File: src/rtl/ufifo_pkg.sv
package ufifo_pkg;

  // Operation codes carried in the input word's tuser.
  localparam logic [1:0] MODE_INSERT = 2'd0;
  localparam logic [1:0] MODE_REMOVE = 2'd1;
  localparam logic [1:0] MODE_LIST   = 2'd2;

  // Result codes carried in the output word's tuser.
  localparam logic [2:0] STATUS_INSERTED  = 3'd0;
  localparam logic [2:0] STATUS_DUPLICATE = 3'd1;
  localparam logic [2:0] STATUS_FULL      = 3'd2;
  localparam logic [2:0] STATUS_REMOVED   = 3'd3;
  localparam logic [2:0] STATUS_EMPTY     = 3'd4;
  localparam logic [2:0] STATUS_ENTRY     = 3'd5;

  // Fixed field widths of the stream words.
  localparam int unsigned DATA_W   = 32;
  localparam int unsigned MODE_W   = 2;
  localparam int unsigned STATUS_W = 3;

  // Commands from the controller to the datapath.
  typedef struct packed {
    logic                start;     // latch the accepted word, rewind the scan
    logic                rd_step;   // read the entry at the scan pointer, advance it
    logic                emit;      // load the output register
    logic [STATUS_W-1:0] status;    // result code for the output register
    logic                item_sel;  // 1: item is the entry read, 0: zero
    logic                last;      // last mark for the output register
    logic                ins_write; // append the latched value at the tail
    logic                pop;       // drop the head entry
  } ufifo_cmd_t;

  // Status from the datapath to the controller.
  typedef struct packed {
    logic [MODE_W-1:0] mode;      // latched operation
    logic              cnt_zero;  // queue is empty
    logic              full;      // queue holds DEPTH entries
    logic              scan_done; // every held entry has been read
    logic              pend;      // read data is valid for a compare
    logic              hit;       // read data equals the latched value
    logic              out_free;  // output register can take a word
  } ufifo_sts_t;

endpackage

File: src/rtl/unique_value_fifo.sv
// The controller decodes each accepted input word; for a remove, a list or an insert into
// an empty queue it then loads the first result word into the output register, while an
// insert into a non-empty queue first searches the held entries (one compared per cycle).
// A list then adds one entry per cycle while the output register is free.
// One operation at a time; the next word is taken the cycle after the last result enters
// the output register; the entry-store read port paces the search and the listing.
// Synchronous active-high reset empties the queue; stored values are not cleared.
module unique_value_fifo #(
  parameter int unsigned DEPTH       = 16,
  parameter int unsigned VALUE_WIDTH = 32
) (
  input  logic        clk,
  input  logic        rst,
  input  logic        s_axis_tvalid,
  output logic        s_axis_tready,
  input  logic [31:0] s_axis_tdata,   // [31:0] value
  input  logic [1:0]  s_axis_tuser,   // [1:0] mode
  output logic        m_axis_tvalid,
  input  logic        m_axis_tready,
  output logic [31:0] m_axis_tdata,   // [31:0] item
  output logic [2:0]  m_axis_tuser,   // [2:0] status
  output logic        m_axis_tlast
);
  import ufifo_pkg::*;

  ufifo_cmd_t cmd;
  ufifo_sts_t sts;

  // Operation sequencer.
  ufifo_ctrl u_ctrl (
    .clk     (clk),
    .rst     (rst),
    .in_valid(s_axis_tvalid),
    .in_ready(s_axis_tready),
    .sts     (sts),
    .cmd     (cmd)
  );

  // Entry store, pointers and output register.
  ufifo_datapath #(
    .DEPTH      (DEPTH),
    .VALUE_WIDTH(VALUE_WIDTH)
  ) u_datapath (
    .clk       (clk),
    .rst       (rst),
    .cmd       (cmd),
    .sts       (sts),
    .in_data   (s_axis_tdata),
    .in_mode   (s_axis_tuser),
    .out_valid (m_axis_tvalid),
    .out_ready (m_axis_tready),
    .out_item  (m_axis_tdata),
    .out_status(m_axis_tuser),
    .out_last  (m_axis_tlast)
  );

endmodule

File: src/rtl/ufifo_ram.sv
module ufifo_ram #(
  parameter int unsigned WIDTH = 32,
  parameter int unsigned DEPTH = 16
) (
  input  logic                     clk,
  input  logic                     we,
  input  logic [$clog2(DEPTH)-1:0] waddr,
  input  logic [WIDTH-1:0]         wdata,
  input  logic                     re,
  input  logic [$clog2(DEPTH)-1:0] raddr,
  output logic [WIDTH-1:0]         rdata
);

  logic [WIDTH-1:0] mem [DEPTH];

  // One write port and one registered read port; read data holds between reads.
  always_ff @(posedge clk) begin
    if (we) begin
      mem[waddr] <= wdata;
    end
    if (re) begin
      rdata <= mem[raddr];
    end
  end

endmodule

File: src/rtl/ufifo_datapath.sv
module ufifo_datapath #(
  parameter int unsigned DEPTH       = 16,
  parameter int unsigned VALUE_WIDTH = 32
) (
  input  logic                                  clk,
  input  logic                                  rst,
  input  ufifo_pkg::ufifo_cmd_t                 cmd,
  output ufifo_pkg::ufifo_sts_t                 sts,
  input  logic [ufifo_pkg::DATA_W-1:0]          in_data,
  input  logic [ufifo_pkg::MODE_W-1:0]          in_mode,
  output logic                                  out_valid,
  input  logic                                  out_ready,
  output logic [ufifo_pkg::DATA_W-1:0]          out_item,
  output logic [ufifo_pkg::STATUS_W-1:0]        out_status,
  output logic                                  out_last
);
  import ufifo_pkg::*;

  localparam int unsigned IW = (DEPTH > 1) ? $clog2(DEPTH) : 1;
  localparam int unsigned CW = $clog2(DEPTH + 1);

  logic [MODE_W-1:0]      mode;
  logic [VALUE_WIDTH-1:0] value;
  logic [VALUE_WIDTH-1:0] value_in;
  logic [IW-1:0]          head;
  logic [IW-1:0]          tail;
  logic [IW-1:0]          pos;
  logic [CW-1:0]          count;
  logic [CW-1:0]          n;
  logic                   pend;
  logic [VALUE_WIDTH-1:0] rdata;
  logic [DATA_W-1:0]      item_ext;
  logic                   out_free;

  // Bring the 32-bit input to the stored width, and a stored entry back to 32 bits.
  generate
    if (VALUE_WIDTH > DATA_W) begin : g_wide
      assign value_in = {{(VALUE_WIDTH - DATA_W){in_data[DATA_W-1]}}, in_data};
      assign item_ext = rdata[DATA_W-1:0];
    end else if (VALUE_WIDTH == DATA_W) begin : g_same
      assign value_in = in_data;
      assign item_ext = rdata;
    end else begin : g_narrow
      assign value_in = in_data[VALUE_WIDTH-1:0];
      assign item_ext = {{(DATA_W - VALUE_WIDTH){1'b0}}, rdata};
    end
  endgenerate

  function automatic logic [IW-1:0] ring_next(input logic [IW-1:0] p);
    ring_next = (p == IW'(DEPTH - 1)) ? '0 : p + 1'b1;
  endfunction

  // Entry store.
  ufifo_ram #(
    .WIDTH(VALUE_WIDTH),
    .DEPTH(DEPTH)
  ) u_ram (
    .clk  (clk),
    .we   (cmd.ins_write),
    .waddr(tail),
    .wdata(value),
    .re   (cmd.rd_step),
    .raddr(pos),
    .rdata(rdata)
  );

  // Latched operation and value.
  always_ff @(posedge clk) begin
    if (cmd.start) begin
      mode  <= in_mode;
      value <= value_in;
    end
  end

  // Ring pointers, fill count and scan position.
  always_ff @(posedge clk) begin
    if (rst) begin
      head  <= '0;
      tail  <= '0;
      count <= '0;
      pos   <= '0;
      n     <= '0;
      pend  <= 1'b0;
    end else begin
      pend <= cmd.rd_step;
      if (cmd.start) begin
        pos <= head;
        n   <= '0;
      end else if (cmd.rd_step) begin
        pos <= ring_next(pos);
        n   <= n + 1'b1;
      end
      if (cmd.ins_write) begin
        tail  <= ring_next(tail);
        count <= count + 1'b1;
      end
      if (cmd.pop) begin
        head  <= ring_next(head);
        count <= count - 1'b1;
      end
    end
  end

  // Output register: the next word can be prepared while this one waits.
  assign out_free = !out_valid || out_ready;

  always_ff @(posedge clk) begin
    if (rst) begin
      out_valid <= 1'b0;
    end else if (cmd.emit) begin
      out_valid <= 1'b1;
    end else if (out_ready) begin
      out_valid <= 1'b0;
    end
  end

  always_ff @(posedge clk) begin
    if (cmd.emit) begin
      out_status <= cmd.status;
      out_item   <= cmd.item_sel ? item_ext : '0;
      out_last   <= cmd.last;
    end
  end

  // Status back to the controller.
  always_comb begin
    sts.mode      = mode;
    sts.cnt_zero  = (count == '0);
    sts.full      = (count == CW'(DEPTH));
    sts.scan_done = (n == count);
    sts.pend      = pend;
    sts.hit       = pend && (rdata == value);
    sts.out_free  = out_free;
  end

`ifndef SYNTHESIS
  a_count_bound: assert property (@(posedge clk) disable iff (rst)
    count <= CW'(DEPTH))
    else $error("fill count exceeds depth");
  a_no_write_full: assert property (@(posedge clk) disable iff (rst)
    cmd.ins_write |-> count != CW'(DEPTH))
    else $error("append while full");
  a_no_pop_empty: assert property (@(posedge clk) disable iff (rst)
    cmd.pop |-> count != '0)
    else $error("remove while empty");
  a_emit_free: assert property (@(posedge clk) disable iff (rst)
    cmd.emit |-> out_free)
    else $error("output word overwritten");
`endif

endmodule

File: src/rtl/ufifo_ctrl.sv
module ufifo_ctrl (
  input  logic                  clk,
  input  logic                  rst,
  input  logic                  in_valid,
  output logic                  in_ready,
  input  ufifo_pkg::ufifo_sts_t sts,
  output ufifo_pkg::ufifo_cmd_t cmd
);
  import ufifo_pkg::*;

  typedef enum logic [7:0] {
    ST_IDLE    = 8'b0000_0001,
    ST_DECODE  = 8'b0000_0010,
    ST_SEARCH  = 8'b0000_0100,
    ST_DUP     = 8'b0000_1000,
    ST_INS     = 8'b0001_0000,
    ST_EMPTY   = 8'b0010_0000,
    ST_RM_EMIT = 8'b0100_0000,
    ST_LS_EMIT = 8'b1000_0000
  } state_t;

  state_t state;
  state_t state_next;

  always_ff @(posedge clk) begin
    if (rst) begin
      state <= ST_IDLE;
    end else begin
      state <= state_next;
    end
  end

  assign in_ready = (state == ST_IDLE);

  // Sequencing of one operation.
  always_comb begin
    cmd        = '0;
    state_next = state;
    case (state)
      ST_IDLE: begin
        if (in_valid) begin
          cmd.start  = 1'b1;
          state_next = ST_DECODE;
        end
      end
      ST_DECODE: begin
        case (sts.mode)
          MODE_INSERT: begin
            if (sts.cnt_zero) begin
              state_next = ST_INS;
            end else begin
              cmd.rd_step = 1'b1;
              state_next  = ST_SEARCH;
            end
          end
          MODE_REMOVE: begin
            if (sts.cnt_zero) begin
              state_next = ST_EMPTY;
            end else begin
              cmd.rd_step = 1'b1;
              state_next  = ST_RM_EMIT;
            end
          end
          MODE_LIST: begin
            if (sts.cnt_zero) begin
              state_next = ST_EMPTY;
            end else begin
              cmd.rd_step = 1'b1;
              state_next  = ST_LS_EMIT;
            end
          end
          default: begin
            state_next = ST_IDLE;
          end
        endcase
      end
      // One entry read and one compare per cycle, overlapped.
      ST_SEARCH: begin
        if (sts.hit) begin
          state_next = ST_DUP;
        end else if (sts.scan_done && !sts.pend) begin
          state_next = ST_INS;
        end else if (!sts.scan_done) begin
          cmd.rd_step = 1'b1;
        end
      end
      ST_DUP: begin
        if (sts.out_free) begin
          cmd.emit   = 1'b1;
          cmd.status = STATUS_DUPLICATE;
          cmd.last   = 1'b1;
          state_next = ST_IDLE;
        end
      end
      ST_INS: begin
        if (sts.out_free) begin
          cmd.emit = 1'b1;
          cmd.last = 1'b1;
          if (sts.full) begin
            cmd.status = STATUS_FULL;
          end else begin
            cmd.status    = STATUS_INSERTED;
            cmd.ins_write = 1'b1;
          end
          state_next = ST_IDLE;
        end
      end
      ST_EMPTY: begin
        if (sts.out_free) begin
          cmd.emit   = 1'b1;
          cmd.status = STATUS_EMPTY;
          cmd.last   = 1'b1;
          state_next = ST_IDLE;
        end
      end
      ST_RM_EMIT: begin
        if (sts.out_free) begin
          cmd.emit     = 1'b1;
          cmd.status   = STATUS_REMOVED;
          cmd.item_sel = 1'b1;
          cmd.last     = 1'b1;
          cmd.pop      = 1'b1;
          state_next   = ST_IDLE;
        end
      end
      // Emit the entry just read and fetch the next one in the same cycle.
      ST_LS_EMIT: begin
        if (sts.out_free) begin
          cmd.emit     = 1'b1;
          cmd.status   = STATUS_ENTRY;
          cmd.item_sel = 1'b1;
          cmd.last     = sts.scan_done;
          if (sts.scan_done) begin
            state_next = ST_IDLE;
          end else begin
            cmd.rd_step = 1'b1;
          end
        end
      end
      default: begin
        state_next = ST_IDLE;
      end
    endcase
  end

`ifndef SYNTHESIS
  a_start_idle: assert property (@(posedge clk) disable iff (rst)
    cmd.start |=> state == ST_DECODE)
    else $error("accepted word not decoded");
  a_write_ends: assert property (@(posedge clk) disable iff (rst)
    cmd.ins_write |-> cmd.emit && cmd.status == STATUS_INSERTED)
    else $error("append without its result");
  a_single_op: assert property (@(posedge clk) disable iff (rst)
    !(cmd.ins_write && cmd.pop))
    else $error("append and remove together");
`endif

endmodule

File: config.mk
export PLATFORM = sky130hd
export DESIGN_NAME = unique_value_fifo
export DESIGN_NICKNAME = d
export VERILOG_FILES = /design/src/rtl/ufifo_pkg.sv /design/src/rtl/unique_value_fifo.sv /design/src/rtl/ufifo_ram.sv /design/src/rtl/ufifo_datapath.sv /design/src/rtl/ufifo_ctrl.sv
export SDC_FILE = /design/constraint.sdc
export NUM_CORES = 1
export LEC_CHECK = 0
export BUFFER_PORTS_ARGS = -buffer_cell sky130_fd_sc_hd__buf_2
export CORE_MARGIN = 4
export CORE_UTILIZATION = 62
export CTS_CLUSTER_SIZE = 16
export DETAILED_ROUTE_END_ITERATION = 6
export PLACE_DENSITY = 0.79
export SLEW_MARGIN = 25
export SYNTH_ARGS = -nofsm -noshare
export SYNTH_HDL_FRONTEND = slang
export SYNTH_SLANG_ARGS = --single-unit
File: constraint.sdc
create_clock -name clk -period 6.75 [get_ports clk]
set_input_delay 2.025 -clock clk [delete_from_list [all_inputs] [get_ports clk]]
set_output_delay 2.025 -clock clk [all_outputs]
set_load 0.005 [all_outputs]
==> flow_summary_export.csv, run 1 <==
group,metric,value,unit
run_status,result_of_the_run,"complete, no violations",
synth,yosys-top-cells-area,"edfxtp_1, mux4_2, dfxtp_1",
power,total_leakage_power,0.00885,uW
critical_path,cp_data_required_time,4.72,ns
routing,detailroute.via_count,12172,
die,floorplan.initialDensity,62.7,%
power,cellPowerDensity,353,nW/um2
die,overall_die_height,208,um
final_layout,layout_commonest_cell,"edfxtp_1",
synth,synth_cells,1169,
die,std_cell_rows,73,
critical_path,timing.critical_path.cells,"or2_2, nor4_1, nand3_1, inv_1, buf_2",
synth,yosys.area.top_type,"edfxtp_1",
routing,vias_per_cell,6.55,
synth,synth.cell_area,24900,um2
power,p_total,9940,uW
synth,synth_simple_gate_area_share,3.93,%
clock_tree,tritoncts,"done",
synth,synth_mux_area_share,14.7,%
synth,synth.top_cell.area_share,74.0,%
routing,wire_per_inst,30.4,um
synth,synth-edff-count,614,
final_layout,commonest_non_fill_non_tap_cells_in_the_layout,"edfxtp_1, mux4_2, buf_2, clkbuf_16, xor2_1",
critical_path,cp-start-kind,"flop",
clock_tree,h_tree_lvls,2,
synth,postSynthRegisterBits,646,
sta,timing.slew.headroom,27.4,%
routing,wirelength,56.4,mm
synth,synth_compound_area_share,1.64,%
global_routing,vias_in_the_first_global_route,12122,
final_layout,layout-drive-gt1-share,28.9,%
final_layout,finalNetCount,1336,
synth,area_share_of_fa_ha_maj_cells_after_synthesis,0.583,%
critical_path,regToRegSetupSlack,3.25,ns
place,dp_hpwl,33.2,mm
clock_tree,cts.root.buffer_cell,"clkbuf_16",
sta,finalWorstPathRequiredPeriod,4.07,ns
critical_path,r2r_cells,8,
sta,worst_pin_slew,1.09,ns
worst_hold_path,holdPathStages,2,
worst_hold_path,hold_path_end,"u_datapath.count[3]",
critical_path,worst-endpoint-arrival,2.04,ns
die,placeableCoreArea,39700,um2
worst_hold_path,min_from,"u_datapath.count[3]",
global_routing,grt_max_degree,84,
sta,finalHoldViolCount,0,
synth,synth_async_sr_flop_share,0,%
clock_tree,insertion_delay,0.61,ns
global_routing,grt_residual_overflow,0,
sta,max_freq,246,MHz
sta,post-route-period-util,60.2,%
flow_run,maxCapViolCount,0,
synth,yosys_warnings,0,
sta,timing_max_transition_violations_final,0,
critical_path,max_stage_delay,0.37,ns
critical_path,crit_fanout,6,
critical_path,crit_type,"reg2out",
synth,post_synth_xor_area_fraction,1.65,%
synth,synth.avg_cell_area,21.3,um2
critical_path,cpMaxStageDelayCell,"dfxtp_1",
worst_hold_path,hold_class,"reg2reg",
clock_tree,cts_resized,0,
synth,ys_types,57,
clock_tree,postCtsSetupRepairBufs,0,
clock_tree,cts_buffers,60,
synth,synth_fp_nets,1218,
synth,sequential_share_of_the_synthesized_area,76.6,%
final_layout,area_growth,13.2,%
clock_tree,cts_hold_repair.buffers,0,
synth,ys.flop_type,"edfxtp_1",
die,design.die.area,43400,um2
critical_path,endpoint_kind,"primary output",
critical_path,crit-reg2reg-launch,"u_datapath.value[10]",
global_routing,grt_usage,26.0,%
synth,largest_family_of_logic_cells_by_synthesized_area,"multiplexers",
routing,drt_first_iter_violations,1836,
die,floorplan.die.width,208,um
global_routing,grt_antenna_before_repair,4,
routing,initial_drt_pass_iterations,5,
place,gp_congestion,0.869,
sta,clock_tree_skew_after_final_layout,0.0137,ns
routing,post-route-drc-count,0,
clock_tree,clk_pin_slew_worst_paths,0.06,ns
critical_path,reg2reg_to,"u_datapath.pos[3]",
power,power.ir.vdd_worst,0.000271,V
sta,setup_viol,0,
global_routing,grt_pass1_wl,82.5,mm
clock_tree,clock_sink_count,646,
final_layout,final.fill_count,2249,
clock_tree,clock_path_buffers,3,
die,top_level_ports,76,
sta,rsz0062_at_grt,"no",
sta,fin_tns_setup,0,ns
place,port_buffer_count,75,
routing,post_route_ant_nets,0,
-- metal layers --
layer | GRT usage [%] | routed length (um) | vias up
met1 | 38.9 | 22100 | 6325
li1 | - | - | 5061
met5 | 0 | 13 | -
met2 | 39.0 | 27000 | 713
met3 | 7.63 | 6190 | 71
met4 | 6.77 | 1190 | 2
-- worst max-delay path, delay by kind of cell (launching register included) --
kind,cells,cell delay [ns]
buffers and inverters,2,0.24
flip-flops,1,0.37
AND/OR/NAND/NOR,3,0.82
-- cell usage after synthesis, types with 4 or more instances --
master      n
nor2b_1    10
mux4_2    160
a31oi_1     7
o21ai_0    18
nand2b_1    4
nand3_1     8
xor2_1     41
nand2_1    33
ha_1       10
clkbuf_1   31
inv_1       8
xnor2_1     6
buf_1      13
nor4_1     15
and2_1     32
nor2_1     41
dfxtp_1    32
nor3_1     12
mux2i_1     5
edfxtp_1  614
a21oi_1    16
-- through the flow --
step | setup WS, ns | util (%) | instance area (um2) | std cells | hold slack [ns]
after floorplan | 1.03 | - | 24900 | 1169 | 0.472
final | 2.68 | 71.0 | 28200 | 1857 | 0.523
after detailed placement | 2.26 | 65.6 | 26100 | 1742 | 0.514
after CTS | 2.70 | 70.4 | 28000 | 1848 | 0.523
after global placement | 2.33 | 65.5 | 26000 | 1740 | 0.505
after global routing | 2.54 | 71.0 | 28200 | 1856 | 0.553
-- worst max-delay path by stage --
stage	from	endpoint	slack [ns]
finish	u_ctrl.state[6]	s_axis_tready	2.68
global route	u_ctrl.state[6]	s_axis_tready	2.54
CTS	u_ctrl.state[6]	s_axis_tready	2.70
detailed placement	m_axis_tready	u_datapath.u_ram.mem[11][20]	2.26
global placement	m_axis_tready	u_datapath.u_ram.mem[11][15]	2.33
floorplan	m_axis_tready	u_datapath.u_ram.mem[0][0]	1.03
-- final cells by class --
type	count	area (um2)	area share [%]
tap	525	657	2.33
multi-input combinational	467	5720	20.3
inverter	8	31.3	0.111
clock buffer	83	1660	5.88
sequential	646	19100	67.7
timing repair buffer	104	806	2.86
clock inverter	23	229	0.812
antenna	1	2.50	0.00888
-- registers in the layout, indices dropped and copies added, names as in the netlist --
register,flops
u_ctrl.state,8
u_datapath.count,5
u_datapath.head,4
u_datapath.mode,2
u_datapath.n,5
u_datapath.out_item,32
u_datapath.out_last,1
u_datapath.out_status,3
u_datapath.out_valid,1
u_datapath.pend,1
u_datapath.pos,4
u_datapath.tail,4
u_datapath.u_ram.mem,512
u_datapath.u_ram.rdata,32
u_datapath.value,32
-- kinds of logic (layout without fill, tap and decap cells) --
logic type | Yosys count | in the layout
AND/OR/NAND/NOR | 180 | 180
adder cells (fa/ha/maj) | 11 | 11
multiplexers | 165 | 165
buffers and inverters | 56 | 218
XOR/XNOR | 47 | 47
other | 0 | 1
AO/OA/AOI/OAI | 64 | 64
flip-flops | 646 | 646
-- power by group --
part	internal [uW]	switching, uW
clock	1860	1410
sequential	4750	316
combinational	733	866
total	7350	2590
Power figures use the tool's default switching activity.
==> inputs of run 2 (changes only) <==
Settings changed: CORE_UTILIZATION 62 to 56, PLACE_DENSITY 0.79 to 0.76.
Clock period 6.75 ns to 3.7 ns, I/O delays scaled along.
==> flow_summary_export.csv, run 2 (synthesized netlist as in run 1, its figures left out) <==
group,metric,value,unit
routing,vias_per_cell,6.24,
critical_path,crit_fanout,19,
critical_path,worst-path-stages,7,
power,pwr-share-clk,36.4,%
sta,rsz0062_at_grt,"no",
sta,finalWorstPathRequiredPeriod,3.15,ns
global_routing,grt_max_degree,73,
routing,post-route-drc-count,0,
clock_tree,tritoncts,"done",
critical_path,endpoint_kind,"flop",
critical_path,cp_data_required_time,4.25,ns
clock_tree,postCtsSetupRepairBufs,0,
sta,clock_tree_skew_after_final_layout,0.0317,ns
place,gp_congestion,0.889,
critical_path,cp-start-kind,"flop",
sta,timing_max_transition_violations_final,0,
final_layout,finalNetCount,1380,
critical_path,crit_family,"simple AND/OR/NAND/NOR gates",
die,floorplan.die.width,219,um
critical_path,cpMaxStageDelayCell,"edfxtp_1",
final_layout,area_growth,16.2,%
worst_hold_path,hold_class,"reg2reg",
place,dp_hpwl,32.2,mm
final_layout,largest_register,"u_datapath.u_ram.mem",
die,overall_die_height,219,um
clock_tree,cts_hold_repair.buffers,0,
final_layout,layout_commonest_cell,"edfxtp_1",
power,cellInternalPower,14400,uW
routing,detailroute.via_count,12333,
global_routing,grt_usage,23.6,%
sta,finalHoldViolCount,0,
power,cellPowerDensity,659,nW/um2
global_routing,grt_antenna_before_repair,2,
run_status,result_of_the_run,"complete, no violations",
die,placeableCoreArea,44100,um2
clock_tree,cts_resized,0,
die,std_cell_rows,77,
final_layout,layout-drive-gt1-share,31.9,%
power,power.sequential.fraction,47.1,%
clock_tree,cts.root.buffer_cell,"clkbuf_16",
clock_tree,insertion_delay,0.63,ns
flow_run,maxCapViolCount,0,
critical_path,r2r_cells,7,
routing,wirelength,55.0,mm
critical_path,max_stage_delay,0.68,ns
critical_path,timing.critical_path.cells,"xor2_1, or4_1, a211o_1, nor3_1, nor3_1, nor2_1, o221a_2",
sta,setup_viol,0,
final_layout,commonest_non_fill_non_tap_cells_in_the_layout,"edfxtp_1, mux4_2, buf_2, buf_4, clkbuf_16",
final_layout,n_antenna_cell,0,
clock_tree,h_tree_lvls,2,
sta,worst_pin_slew,0.831,ns
routing,drt_first_iter_violations,1612,
sta,timing.slew.headroom,44.6,%
clock_tree,clock_sink_count,646,
clock_tree,cts_buffers,60,
power,power.share.combinational,16.6,%
final_layout,number_of_flip_flops_under_the_largest_register_name,512,
critical_path,crit_buf_inv,0,
sta,max_freq,318,MHz
routing,wire_per_inst,27.8,um
power,switching_share,24.4,%
critical_path,critical-path-top-cell-by-count,"nor3_1",
global_routing,grt_pass1_wl,82.4,mm
die,top_level_ports,76,
routing,post_route_ant_nets,0,
power,total_leakage_power,0.00919,uW
global_routing,grt_residual_overflow,0,
global_routing,vias_in_the_first_global_route,12589,
clock_tree,clock_path_buffers,3,
sta,hold-worst-slack,0.518,ns
power,switchingPower,4650,uW
sta,post-route-period-util,85.0,%
critical_path,worst-endpoint-arrival,3.69,ns
sta,fin_tns_setup,0,ns
clock_tree,clk_pin_slew_worst_paths,0.06,ns
die,design.die.area,47900,um2
die,floorplan.initialDensity,56.4,%
worst_hold_path,holdPathStages,2,
routing,initial_drt_pass_iterations,5,
power,power.ir.vdd_worst,0.000521,V
critical_path,crit_type,"reg2reg",
place,port_buffer_count,75,
-- run 2: cell type report --
type / instances / area (um2)
multi-input cells: 467 / 5760
fillers: 2771 / 15200
well taps: 592 / 741
clock buffers: 69 / 1560
repair buffers: 148 / 1060
inverters: 8 / 30.0
clock inverters: 45 / 712
flip-flops and latches: 646 / 19100
-- run 2: worst paths after layout --
check,from,endpoint,slack [ns]
min,u_datapath.count[3],u_datapath.count[3],0.52
min reg2reg,u_datapath.count[3],u_datapath.count[3],0.52
max reg2reg,u_datapath.value[13],u_ctrl.state[4],0.55
max,u_datapath.value[13],u_ctrl.state[4],0.55
-- run 2: through the flow --
stage	utilization, %	std cells	cell area [um2]	total power [uW]	setup slack [ns]
finish	65.6	1975	28900	19100	0.554
global route	65.6	1975	28900	19700	0.322
CTS	65.5	1974	28900	19200	0.559
detailed placement	60.4	1860	26600	12300	0.290
global placement	60.4	1860	26600	12200	0.310
floorplan	-	1169	24900	11100	-0.277
-- run 2: power by group through the flow --
stage | clock network (uW) | logic [uW] | registers (uW)
finish | 6930 | 3160 | 8970
global route | 7360 | 3380 | 9000
CTS | 7030 | 3180 | 8970
detailed placement | 0 | 3140 | 9120
global placement | 0 | 3080 | 9100
floorplan | 0 | 2010 | 9100
-- run 2: routing by layer --
metal / vias to the layer above / global-route usage [%] / share of wire [%]
met2: 647 / 35.9 / 47
li1: 5152 / - / -
met1: 6412 / 35.2 / 41
met3: 120 / 4.25 / 8.8
met5: - / 0 / 0.024
met4: 2 / 8.30 / 3.4
-- run 2: worst min-delay path, delay by kind of cell, from the launching register on --
family / cells / cell delay [ns]
DFF: 1 / 0.35
and+or+nand+nor: 1 / 0.07
AOI/OAI and AO/OA: 1 / 0.05
==> inputs of run 3 (changes only) <==
Settings changed: CORE_MARGIN 4 to 3, CORE_UTILIZATION 56 to 65, CTS_CLUSTER_SIZE 16 to 24, PLACE_DENSITY 0.76 to 0.83.
Clock period 3.7 ns to 3.9 ns, I/O delays scaled along.
==> flow_summary_export.csv, run 3 (synthesized netlist as in run 1, its figures left out) <==
group,metric,value,unit
clock_tree,clk_pin_slew_worst_paths,0.06,ns
final_layout,n_antenna_cell,0,
clock_tree,cts_hold_repair.buffers,0,
power,power.sequential.fraction,51.5,%
final_layout,area_growth,13.4,%
routing,vias_per_cell,6.89,
flow_run,maxCapViolCount,0,
clock_tree,insertion_delay,0.63,ns
die,std_cell_rows,71,
clock_tree,cts.root.buffer_cell,"clkbuf_16",
sta,fin_tns_setup,0,ns
critical_path,crit_family,"simple AND/OR/NAND/NOR gates",
routing,post-route-drc-count,0,
final_layout,final_design_area_no_fill,28200,um2
die,floorplan.initialDensity,66.0,%
critical_path,critical-path-top-cell-by-count,"nor3_1",
die,design.die.area,40700,um2
sta,setup_viol,0,
power,total_leakage_power,0.00890,uW
power,power.ir.vdd_worst,0.000394,V
final_layout,number_of_flip_flops_under_the_largest_register_name,512,
global_routing,grt_usage,30.1,%
final_layout,layout-drive-gt1-share,30.0,%
power,power.share.combinational,15.2,%
final_layout,largest_register,"u_datapath.u_ram.mem",
place,dp_hpwl,31.8,mm
sta,rsz0062_at_grt,"no",
final_layout,layout_commonest_cell,"edfxtp_1",
routing,wire_per_inst,32.1,um
sta,worst_pin_slew,0.799,ns
place,placement.cell_area,26400,um2
sta,finalHoldViolCount,0,
clock_tree,clock_sink_count,646,
critical_path,timing.critical_path.cells,"xor2_1, or4_1, a211o_1, nor3_1, nor3_1, nor2_1, o221a_2",
die,top_level_ports,76,
routing,initial_drt_pass_iterations,6,
critical_path,crit_fanout,17,
critical_path,crit_type,"reg2reg",
final_layout,commonest_non_fill_non_tap_cells_in_the_layout,"edfxtp_1, mux4_2, buf_2, clkbuf_16, xor2_1",
final_layout,final.fill_count,1956,
die,placeableCoreArea,37800,um2
place,gp_congestion,0.839,
critical_path,endpoint_kind,"flop",
power,pwr-share-clk,33.3,%
clock_tree,postCtsSetupRepairBufs,0,
critical_path,crit_buf_inv,0,
critical_path,cp_data_required_time,4.46,ns
critical_path,cp-start-kind,"flop",
routing,drt_first_iter_violations,1747,
sta,finalWorstPathRequiredPeriod,3.25,ns
sta,post-route-period-util,83.3,%
sta,timing.slew.headroom,46.7,%
place,port_buffer_count,75,
final_layout,register_area,19100,um2
worst_hold_path,hold_class,"reg2reg",
die,floorplan.die.width,202,um
die,overall_die_height,202,um
critical_path,worst-endpoint-arrival,3.81,ns
final_layout,finalNetCount,1356,
sta,timing_max_transition_violations_final,0,
global_routing,grt_pass1_wl,88.1,mm
final_layout,fin_util,74.8,%
routing,wirelength,59.7,mm
clock_tree,cts_resized,0,
run_status,result_of_the_run,"complete, no violations",
sta,clock_tree_skew_after_final_layout,0.0166,ns
power,switchingPower,4340,uW
clock_tree,cts_buffers,60,
routing,detailroute.via_count,12812,
clock_tree,clock_path_buffers,3,
sta,max_freq,308,MHz
routing,post_route_ant_nets,0,
critical_path,max_stage_delay,0.76,ns
clock_tree,h_tree_lvls,2,
power,cellInternalPower,12700,uW
clock_tree,tritoncts,"done",
critical_path,cpMaxStageDelayCell,"edfxtp_1",
global_routing,grt_antenna_before_repair,0,
global_routing,grt_residual_overflow,0,
power,cellPowerDensity,604,nW/um2
power,switching_share,25.4,%
final_layout,multi_input_area,5750,um2
global_routing,vias_in_the_first_global_route,13130,
global_routing,grt_max_degree,64,
==> run 3: metal layers <==
metal / GRT usage (%) / part of all wire, % / up-vias
met5: 0 / 0 / -
met4: 13.1 / 4.4 / 0
met3: 5.19 / 9.9 / 178
met2: 48.3 / 49 / 914
met1: 42.1 / 36 / 6630
li1: - / - / 5090
==> run 3: worst register-to-register path, delay by kind of cell (launching register included) <==
family	cells	cell delay [ns]
DFF	1	0.76
and+or+nand+nor	4	1.68
AOI/OAI and AO/OA	2	0.51
xor gates and xnor gates	1	0.23
==> run 3: worst paths after layout <==
kind / cells past startpoint / start / to / slack [ns]
worst min-delay path: 2 / u_datapath.head[3] / u_datapath.head[3] / 0.54
worst max register to register: 7 / u_datapath.value[8] / u_ctrl.state[4] / 0.65
worst max-delay path: 7 / u_datapath.value[8] / u_ctrl.state[4] / 0.65
worst min register to register: 2 / u_datapath.head[3] / u_datapath.head[3] / 0.54
==> run 3: final cells by class <==
| class | instances | share of cell area, % |
|---|---|---|
| multi-input cells | 467 | 20.3 |
| well taps | 511 | 2.26 |
| flip-flops and latches | 646 | 67.6 |
| clock inverters | 36 | 1.20 |
| repair buffers | 124 | 3.07 |
| inverters | 8 | 0.106 |
| clock buffers | 68 | 5.42 |
==> run 3: power groups by stage <==
| stage | registers, uW | clock network [uW] | logic [uW] |
|---|---|---|---|
| after floorplan | 8630 | 0 | 1910 |
| after global placement | 8880 | 0 | 2460 |
| after detailed placement | 8920 | 0 | 2540 |
| after CTS | 8780 | 5740 | 2620 |
| after global routing | 8850 | 5970 | 2740 |
| final | 8790 | 5680 | 2600 |
==> run 3: through the flow <==
stage               std cells  power [uW]  hold WS [ns]  setup slack, ns
finish                   1860       17100         0.543            0.650
detailed placement       1756       11500         0.521            0.456
global placement         1756       11300         0.508            0.456
CTS                      1860       17100         0.537            0.730
floorplan                1169       10500         0.472           -0.106
global route             1860       17600         0.561            0.538
